## config.mk

```make
export PLATFORM = sky130hd
export DESIGN_NAME = budgeted_climb_reach_tracker
export DESIGN_NICKNAME = d
export VERILOG_FILES = /design/src/rtl/bcrt_pkg.sv /design/src/rtl/budgeted_climb_reach_tracker.sv /design/src/rtl/bcrt_ctrl.sv /design/src/rtl/bcrt_dpath.sv
export SDC_FILE = /design/constraint.sdc
export NUM_CORES = 2
export LEC_CHECK = 0
export BUFFER_PORTS_ARGS = -buffer_cell sky130_fd_sc_hd__clkbuf_2
export CELL_PAD_IN_SITES_DETAIL_PLACEMENT = 1
export CELL_PAD_IN_SITES_GLOBAL_PLACEMENT = 2
export CORE_AREA = 2 2 378 380
export DETAILED_ROUTE_END_ITERATION = 8
export DIE_AREA = 0 0 380 382
export PLACE_DENSITY_LB_ADDON = 0.1
export SKIP_LAST_GASP = 1
export SYNTH_ARGS = -nofsm -noshare
export SYNTH_HDL_FRONTEND = slang
export SYNTH_HIERARCHICAL = 1
export SYNTH_SLANG_ARGS = --single-unit
export TNS_END_PERCENT = 5
```

## constraint.sdc

```tcl
create_clock -name clk_i -period 8.97 [get_ports clk_i]
set_clock_uncertainty 0.2 [all_clocks]
set_input_delay 1.3455 -clock clk_i [delete_from_list [all_inputs] [get_ports clk_i]]
set_output_delay 1.3455 -clock clk_i [all_outputs]
set_load 0.03 [all_outputs]
```

## src/rtl/bcrt_pkg.sv

```systemverilog
// Package for the budgeted climb reach tracker.
// Holds payload structs, register indexes, widths and controller/datapath links.
// No dependencies.
package bcrt_pkg;

  localparam int HEIGHT_W       = 31;
  localparam int LADDER_W       = 5;
  localparam int IDX_OUT_W      = 16;
  localparam int CFG_DATA_W     = 31;
  localparam int CFG_IDX_W      = 1;
  localparam int BUDGET_W       = 33;
  localparam int MAX_PASSES_DEF = 16;
  localparam int INDEX_BITS_DEF = 16;

  localparam logic [CFG_IDX_W-1:0] CFG_BRICK_BUDGET = 1'b0;
  localparam logic [CFG_IDX_W-1:0] CFG_LADDER_COUNT = 1'b1;

  typedef struct packed {
    logic [HEIGHT_W-1:0] height;
    logic                start_req;
  } in_t;

  typedef struct packed {
    logic [IDX_OUT_W-1:0] building_index;
    logic                 reachable;
    logic [IDX_OUT_W-1:0] furthest;
  } out_t;

  typedef struct packed {
    logic capture;
    logic insert;
    logic trim;
    logic emit;
  } cmd_t;

  typedef struct packed {
    logic out_free;
  } stat_t;

endpackage

```

## src/rtl/budgeted_climb_reach_tracker.sv

```systemverilog
// Budgeted climb reach tracker, top level: bcrt_ctrl sequencer plus bcrt_dpath.
// An input is accepted and captured only when idle, then passes cell-chain insert,
// trim and emit in order; emit registers the result once the output is free.
// The output register frees the input side while a result waits downstream.
// Reset (async, active low) clears all control and sequence state at once;
// no clearing pass is needed, the pass cells are read only below the fill count.
module budgeted_climb_reach_tracker
  import bcrt_pkg::*;
#(
  parameter int MAX_PASSES = MAX_PASSES_DEF,
  parameter int INDEX_BITS = INDEX_BITS_DEF
) (
  input  logic                  clk_i,
  input  logic                  rst_ni,
  input  logic                  cfg_we_i,
  input  logic [CFG_IDX_W-1:0]  cfg_index_i,
  input  logic [CFG_DATA_W-1:0] cfg_data_i,
  input  logic                  in_valid_i,
  output logic                  in_ready_o,
  input  in_t                   in_data_i,
  output logic                  out_valid_o,
  input  logic                  out_ready_i,
  output out_t                  out_data_o
);

  cmd_t  cmd;
  stat_t stat;

  bcrt_ctrl u_ctrl (
    .clk_i      (clk_i),
    .rst_ni     (rst_ni),
    .in_valid_i (in_valid_i),
    .in_ready_o (in_ready_o),
    .stat_i     (stat),
    .cmd_o      (cmd)
  );

  bcrt_dpath #(
    .MAX_PASSES (MAX_PASSES),
    .INDEX_BITS (INDEX_BITS)
  ) u_dpath (
    .clk_i       (clk_i),
    .rst_ni      (rst_ni),
    .cfg_we_i    (cfg_we_i),
    .cfg_index_i (cfg_index_i),
    .cfg_data_i  (cfg_data_i),
    .in_data_i   (in_data_i),
    .cmd_i       (cmd),
    .stat_o      (stat),
    .out_valid_o (out_valid_o),
    .out_ready_i (out_ready_i),
    .out_data_o  (out_data_o)
  );

endmodule

```

## src/rtl/bcrt_ctrl.sv

```systemverilog
// Controller for the budgeted climb reach tracker.
// Sequences capture, insert, trim and emit steps; depends on bcrt_pkg.
module bcrt_ctrl
  import bcrt_pkg::*;
(
  input  logic  clk_i,
  input  logic  rst_ni,
  input  logic  in_valid_i,
  output logic  in_ready_o,
  input  stat_t stat_i,
  output cmd_t  cmd_o
);

  typedef enum logic [1:0] {
    S_IDLE,
    S_INSERT,
    S_TRIM,
    S_EMIT
  } state_e;

  state_e state_q, state_d;

  always_comb begin
    state_d = state_q;
    unique case (state_q)
      S_IDLE:   if (in_valid_i) state_d = S_INSERT;
      S_INSERT: state_d = S_TRIM;
      S_TRIM:   state_d = S_EMIT;
      S_EMIT:   if (stat_i.out_free) state_d = S_IDLE;
      default:  state_d = S_IDLE;
    endcase
  end

  always_ff @(posedge clk_i or negedge rst_ni) begin
    if (!rst_ni) begin
      state_q <= S_IDLE;
    end else begin
      state_q <= state_d;
    end
  end

  assign in_ready_o    = (state_q == S_IDLE);
  assign cmd_o.capture = (state_q == S_IDLE) && in_valid_i;
  assign cmd_o.insert  = (state_q == S_INSERT);
  assign cmd_o.trim    = (state_q == S_TRIM);
  assign cmd_o.emit    = (state_q == S_EMIT) && stat_i.out_free;

  a_one_cmd: assert property (@(posedge clk_i) disable iff (!rst_ni)
    $onehot0({cmd_o.capture, cmd_o.insert, cmd_o.trim, cmd_o.emit}))
    else $error("more than one command at once");

  a_insert_after_capture: assert property (@(posedge clk_i) disable iff (!rst_ni)
    cmd_o.capture |=> cmd_o.insert)
    else $error("insert did not follow capture");

  a_trim_after_insert: assert property (@(posedge clk_i) disable iff (!rst_ni)
    cmd_o.insert |=> cmd_o.trim)
    else $error("trim did not follow insert");

endmodule

```

## src/rtl/bcrt_dpath.sv

```systemverilog
// Datapath for the budgeted climb reach tracker: sorted cell chain of free
// passes, budget, position tracking, config registers and output register.
// Depends on bcrt_pkg; driven by bcrt_ctrl commands.
module bcrt_dpath
  import bcrt_pkg::*;
#(
  parameter int MAX_PASSES = MAX_PASSES_DEF,
  parameter int INDEX_BITS = INDEX_BITS_DEF
) (
  input  logic                  clk_i,
  input  logic                  rst_ni,
  input  logic                  cfg_we_i,
  input  logic [CFG_IDX_W-1:0]  cfg_index_i,
  input  logic [CFG_DATA_W-1:0] cfg_data_i,
  input  in_t                   in_data_i,
  input  cmd_t                  cmd_i,
  output stat_t                 stat_o,
  output logic                  out_valid_o,
  input  logic                  out_ready_i,
  output out_t                  out_data_o
);

  localparam int FW = $clog2(MAX_PASSES + 1);
  localparam int CW = (FW > LADDER_W) ? FW : LADDER_W;
  localparam int XW = INDEX_BITS + IDX_OUT_W;

  logic [HEIGHT_W-1:0]          budget_cfg_q;
  logic [LADDER_W-1:0]          ladder_q;
  logic [HEIGHT_W-1:0]          h_q;
  logic                         start_q;
  logic [HEIGHT_W-1:0]          cell_q [MAX_PASSES];
  logic [HEIGHT_W-1:0]          cell_d [MAX_PASSES];
  logic [FW-1:0]                fill_q, fill_d;
  logic signed [BUDGET_W-1:0]   budget_q, budget_d;
  logic [HEIGHT_W-1:0]          prev_q, prev_d;
  logic [INDEX_BITS-1:0]        pos_q, pos_d;
  logic [INDEX_BITS-1:0]        far_q, far_d;
  logic                         halted_q, halted_d;
  logic                         reach_q, reach_d;
  logic                         out_valid_q;
  out_t                         out_q;

  logic [HEIGHT_W-1:0]          rise;
  logic                         rise_pos;
  logic                         full;
  logic                         displace;
  logic                         pop;
  logic [CW-1:0]                limit;
  logic [CW-1:0]                ladder_x;
  logic [HEIGHT_W-1:0]          ins_c  [MAX_PASSES];
  logic [HEIGHT_W-1:0]          disp_c [MAX_PASSES];
  logic [HEIGHT_W-1:0]          nxt_c  [MAX_PASSES];
  logic [MAX_PASSES-1:0]        le;
  logic [MAX_PASSES-1:0]        sle;
  logic [MAX_PASSES-1:0]        ord;
  logic signed [BUDGET_W-1:0]   min_x;
  logic signed [BUDGET_W-1:0]   rise_x;
  logic signed [BUDGET_W-1:0]   trim_b;
  logic [XW-1:0]                pos_x;
  logic [XW-1:0]                far_x;

  assign rise     = h_q - prev_q;
  assign rise_pos = h_q > prev_q;
  assign full     = (fill_q == FW'(MAX_PASSES));
  assign displace = rise > cell_q[0];
  assign ladder_x = CW'(ladder_q);
  assign limit    = (ladder_x > CW'(MAX_PASSES)) ? CW'(MAX_PASSES) : ladder_x;
  assign pop      = CW'(fill_q) > limit;
  assign min_x    = $signed({{(BUDGET_W-HEIGHT_W){1'b0}}, cell_q[0]});
  assign rise_x   = $signed({{(BUDGET_W-HEIGHT_W){1'b0}}, rise});
  assign trim_b   = pop ? (budget_q - min_x) : budget_q;

  for (genvar i = 0; i < MAX_PASSES; i++) begin : g_cell
    assign le[i] = (FW'(i) < fill_q) && (cell_q[i] <= rise);
    if (i < MAX_PASSES - 1) begin : g_nxt
      assign nxt_c[i] = cell_q[i+1];
      assign sle[i]   = cell_q[i+1] <= rise;
    end else begin : g_last
      assign nxt_c[i] = cell_q[i];
      assign sle[i]   = 1'b0;
    end
    if (i == 0) begin : g_head
      assign ins_c[i]  = le[i] ? cell_q[i] : rise;
      assign disp_c[i] = sle[i] ? nxt_c[i] : rise;
      assign ord[i]    = 1'b1;
    end else begin : g_body
      assign ins_c[i]  = le[i] ? cell_q[i] : (le[i-1] ? rise : cell_q[i-1]);
      assign disp_c[i] = sle[i] ? nxt_c[i] : (sle[i-1] ? rise : cell_q[i]);
      assign ord[i]    = (FW'(i) >= fill_q) || (cell_q[i-1] <= cell_q[i]);
    end
  end

  always_comb begin
    cell_d   = cell_q;
    fill_d   = fill_q;
    budget_d = budget_q;
    prev_d   = prev_q;
    pos_d    = pos_q;
    far_d    = far_q;
    halted_d = halted_q;
    reach_d  = reach_q;
    if (cmd_i.insert) begin
      if (start_q) begin
        fill_d   = '0;
        budget_d = $signed({{(BUDGET_W-HEIGHT_W){1'b0}}, budget_cfg_q});
        prev_d   = h_q;
        pos_d    = '0;
        far_d    = '0;
        halted_d = 1'b0;
        reach_d  = 1'b1;
      end else begin
        if (pos_q != '1) pos_d = pos_q + 1'b1;
        prev_d = h_q;
        if (!halted_q && rise_pos) begin
          if (!full) begin
            cell_d = ins_c;
            fill_d = fill_q + 1'b1;
          end else if (displace) begin
            cell_d   = disp_c;
            budget_d = budget_q - min_x;
          end else begin
            budget_d = budget_q - rise_x;
          end
        end
      end
    end
    if (cmd_i.trim && !start_q) begin
      if (halted_q) begin
        reach_d = 1'b0;
      end else begin
        if (pop) begin
          cell_d = nxt_c;
          fill_d = fill_q - 1'b1;
        end
        budget_d = trim_b;
        if (trim_b < 0) begin
          halted_d = 1'b1;
          reach_d  = 1'b0;
        end else begin
          far_d   = pos_q;
          reach_d = 1'b1;
        end
      end
    end
  end

  always_ff @(posedge clk_i or negedge rst_ni) begin
    if (!rst_ni) begin
      budget_cfg_q <= '0;
      ladder_q     <= '0;
      fill_q       <= '0;
      budget_q     <= '0;
      prev_q       <= '0;
      pos_q        <= '0;
      far_q        <= '0;
      halted_q     <= 1'b0;
      reach_q      <= 1'b0;
      out_valid_q  <= 1'b0;
    end else begin
      if (cfg_we_i) begin
        unique case (cfg_index_i)
          CFG_BRICK_BUDGET: budget_cfg_q <= cfg_data_i;
          CFG_LADDER_COUNT: ladder_q     <= cfg_data_i[LADDER_W-1:0];
          default: ;
        endcase
      end
      fill_q   <= fill_d;
      budget_q <= budget_d;
      prev_q   <= prev_d;
      pos_q    <= pos_d;
      far_q    <= far_d;
      halted_q <= halted_d;
      reach_q  <= reach_d;
      if (cmd_i.emit) begin
        out_valid_q <= 1'b1;
      end else if (out_ready_i) begin
        out_valid_q <= 1'b0;
      end
    end
  end

  assign pos_x = XW'(pos_q);
  assign far_x = XW'(far_q);

  always_ff @(posedge clk_i) begin
    if (cmd_i.capture) begin
      h_q     <= in_data_i.height;
      start_q <= in_data_i.start_req;
    end
    cell_q <= cell_d;
    if (cmd_i.emit) begin
      out_q.building_index <= pos_x[IDX_OUT_W-1:0];
      out_q.reachable      <= reach_q;
      out_q.furthest       <= far_x[IDX_OUT_W-1:0];
    end
  end

  assign stat_o.out_free = !out_valid_q || out_ready_i;
  assign out_valid_o     = out_valid_q;
  assign out_data_o      = out_q;

  a_fill_bound: assert property (@(posedge clk_i) disable iff (!rst_ni)
    fill_q <= FW'(MAX_PASSES))
    else $error("pass fill exceeds capacity");

  a_cells_sorted: assert property (@(posedge clk_i) disable iff (!rst_ni)
    &ord)
    else $error("pass cells out of order");

  a_budget_live: assert property (@(posedge clk_i) disable iff (!rst_ni)
    cmd_i.trim |=> (halted_q || !budget_q[BUDGET_W-1]))
    else $error("negative budget without halt");

endmodule
```

==> impl_results.md <==
* H-tree levels at 3
* Initial Utilization at 39.8%
* Rows at 138
* CTS tree: built
* # setup viols final at 0
* Die outline width at 380 um
* EDFF count, synth at 96
* Global-route wire length before repair at 423 mm
* CTS sink cnt at 703
* Failing checks: capacitance limit, slew limit
* Fraction of registers with async set/reset at 20.2%
* Root Driver: clkbuf_16
* Post-synth top cells: nor2_1 (537), nand2_1 (505), ha_1 (486), dfxtp_1 (465), a21oi_1 (437)
* Cell taking the most area after synthesis: dfxtp_1
* R2R Path Start: u_dpath/h_q[20]
* I/O pin total at 104
* Outcome: complete, but fails checks
* Ranking of synthesized cells by area: dfxtp_1 (17%), ha_1 (11%), dfrtp_1 (6.3%)
* DRC viols at 0
* Final ANT Viol Nets at 0
* CTS Hold Buffers Added at 0
* Worst skew pair latency at 0.75 ns
* Clk slew on worst S/H paths at 0.06 ns
* CTS Buf Count at 92
* Post-Syn Area at 0.0561 mm^2
* Share of the synthesized area in the top cell type at 16.6%
* XOR/XNOR Fraction of Synth Area at 3.59%
* Mux cell area share after synthesis at 4.17%
* Critical path data required time at 9.37 ns
* Final setup TNS at 0 ns
* Fmax achieved at 120 MHz
* Synth unique cells at 115
* Simple-gate share of the synthesized area at 13.7%
* Seq/Total Area, Yosys at 28.1%
* Clock Tree Buf Depth at 3
* Worst setup EP type: flop
* Synth Flop Type: dfxtp_1
* Critical Path AT at 8.71 ns
* Setup Buffers After CTS at 0
* DR top layer: met5
* Max_slew headroom at -1.43%
* Die ar. at 0.145 mm^2
* Synth Area in Adders at 12.1%
* Vias in the first global route at 57800
* HPWL Detailed at 209 mm
* Drt wl/cell at 34.2 um
* Global-route usage over all layers at 39.2%
* Fin. max-slew vios at 4
* Hold Fails Final Rpt at 0
* Mapped Avg Cell Area at 8.32 um^2
* Met2 wire len at 123 mm
* Area Overhead vs Synth at 11.3%
* Worst R2R Setup Slack at 0.66 ns
* Largest net degree at the start of global routing at 123
* Period utilisation layout at 92.6%
* Crit Path Category: flop to flop
* Tmin final at 8.31 ns
* Placer Congestion at 0.983
* Post-synthesis instance total at 6744
* Nets at 7189
* Routed length on met3 at 26.5 mm
* Synth Area in Compound Gates at 32.8%
* Initial DRC count at 6747
* Hold crit path type: flop to flop
* Main combinational cell family by area after synthesis: compound AO/OA/AOI/OAI gates
* Area of the core at 0.141 mm^2
* Die Ht at 382 um
* Startpoint Class: flop
* # resized after CTS at 0
* Flops & latches, synth at 703
* Share of cells above drive strength 1 at 11.9%
* R2R depth at 25
* RSZ-0062 raised after global routing: false
* Pre-antenna DRT Iters at 6
* Ys Warns at 6
* Reg-to-reg endpoint: u_dpath/cell_q[186]
* Via density at 6.95
* Worst setup path endpoint: u_dpath/cell_q[186]
* Congestion Overflow GR at 0
* Synthesized Nets at 7302
* Total number of vias at 59800
* WL met1 at 125 mm
* IO buf count at 103
* Slew @ Worst Pin at 1.51 ns
* Critical path origin: u_dpath/h_q[20]
* Crit-path max FO at 28
* Max-cap violations at 2
* Initial antenna violation count at 10
* Most numerous cell in the Yosys netlist: nor2_1
* WL final at 295 mm
layer usage:
metal / global-route usage (%) / vias to the layer above
li1: - / 25700
met1: 52.7 / 30300
met2: 57.7 / 3071
met3: 7.57 / 687
met4: 23.8 / 2
met5: 0 / -
placed cells by master (no fill, tap or decap), types with 77 or more instances in the layout:
cell / netlist / routed
nor2_1: 537 / 526
nand2_1: 505 / 500
ha_1: 486 / 485
dfxtp_1: 465 / 465
a21oi_1: 437 / 431
o21ai_0: 403 / 401
o22ai_1: 345 / 344
buf_4: 16 / 241
inv_1: 210 / 195
dfrtp_1: 142 / 142
nand3_1: 143 / 141
a21o_1: 138 / 138
mux2i_1: 120 / 120
nor3_1: 118 / 117
a221oi_1: 110 / 110
a211oi_1: 107 / 107
xnor2_1: 115 / 104
clkbuf_2: 1 / 102
a31oi_1: 102 / 101
o221ai_1: 100 / 100
mux2_2: 100 / 100
o211ai_1: 98 / 98
edfxtp_1: 96 / 96
clkbuf_16: 0 / 93
o21a_1: 88 / 87
o22a_1: 84 / 84
nand4_1: 81 / 81
a211o_1: 79 / 79
o31ai_1: 78 / 77
worst max-delay path, stage by stage (launching register included):
cell and delay [ns]:
edfxtp_1 0.41, ha_1 0.54, buf_4 0.32, inv_1 0.43, o21ai_1 0.25, o21ai_1 0.25
nand2b_1 0.09, a21o_1 0.21, xor2_2 0.17, clkinv_1 0.18, ha_1 0.43, nand2_1 0.13
and3_1 0.22, mux2i_1 0.14, o21ai_0 0.10, a311oi_1 1.19, o21ai_0 0.28, a211oi_1 0.34
a2111o_1 0.24, and2_1 0.46, buf_4 0.44, o21ai_2 0.22, buf_4 0.28, o22a_1 0.21
o22ai_1 0.24, o22ai_1 0.13
how the worst min path moves through the flow:
stage | start | endpoint | slack, ns | cells after the start
final | u_dpath/far_q[1] | u_dpath/out_data_o[1] | 0.25 | 0
after detailed placement | u_dpath/far_q[1] | u_dpath/out_data_o[1] | 0.23 | 0
after global routing | u_dpath/far_q[2] | u_dpath/out_data_o[2] | 0.25 | 0
after CTS | u_dpath/far_q[1] | u_dpath/out_data_o[1] | 0.25 | 0
after global placement | u_dpath/far_q[4] | u_dpath/out_data_o[4] | 0.23 | 0
after floorplan | u_dpath/far_q[0] | u_dpath/out_data_o[0] | 0.22 | 0
sequential cells by signal, indices dropped and copies added (netlist names):
name	cells
u_dpath/cell_q	496
u_dpath/budget_q	33
u_dpath/out_data_o	33
u_dpath/budget_cfg_q	31
u_dpath/h_q	31
u_dpath/prev_q	31
u_dpath/far_q	16
u_dpath/pos_q	16
u_dpath/fill_q	5
u_dpath/ladder_q	5
u_ctrl/state_q	2
u_dpath/halted_q	1
u_dpath/out_valid_o	1
u_dpath/reach_q	1
u_dpath/start_q	1
through the flow:
step           setup slack (ns)  cell area, um^2  utilization, %  cells  hold WS (ns)
3_3_place_gp               1.07            59100            42.0   8427         0.232
6_report                  0.661            62400            44.3   8606         0.248
2_1_floorplan              1.85            56100               -   6744         0.225
4_1_cts                   0.871            62400            44.3   8598         0.247
5_1_grt                   0.275            62400            44.3   8598         0.254
3_5_place_dp              0.943            59100            42.0   8427         0.235
cell families (layout without fill, tap and decap cells):
logic type,count (synthesis),count (layout)
adders and majority gates,552,552
xor gates and xnor gates,172,172
muxes,221,221
other,0,8
DFF,703,703
buffers and inverters,777,741
and+or+nand+nor,1675,1675
AOI/OAI and AO/OA,2644,2644
final cells by class:
cell class	count	area [um^2]
fillers	16600	78500
clock inverters	48	758
repair buffers	351	2470
multi-input cells	5264	37700
well taps	1890	2360
clock buffers	123	2550
diodes	8	20.0
flip-flops and latches	703	15700
inverters	219	830
Power is not shown: default switching activity piles up to over one toggle a cycle in this logic, so the estimate is an artifact.
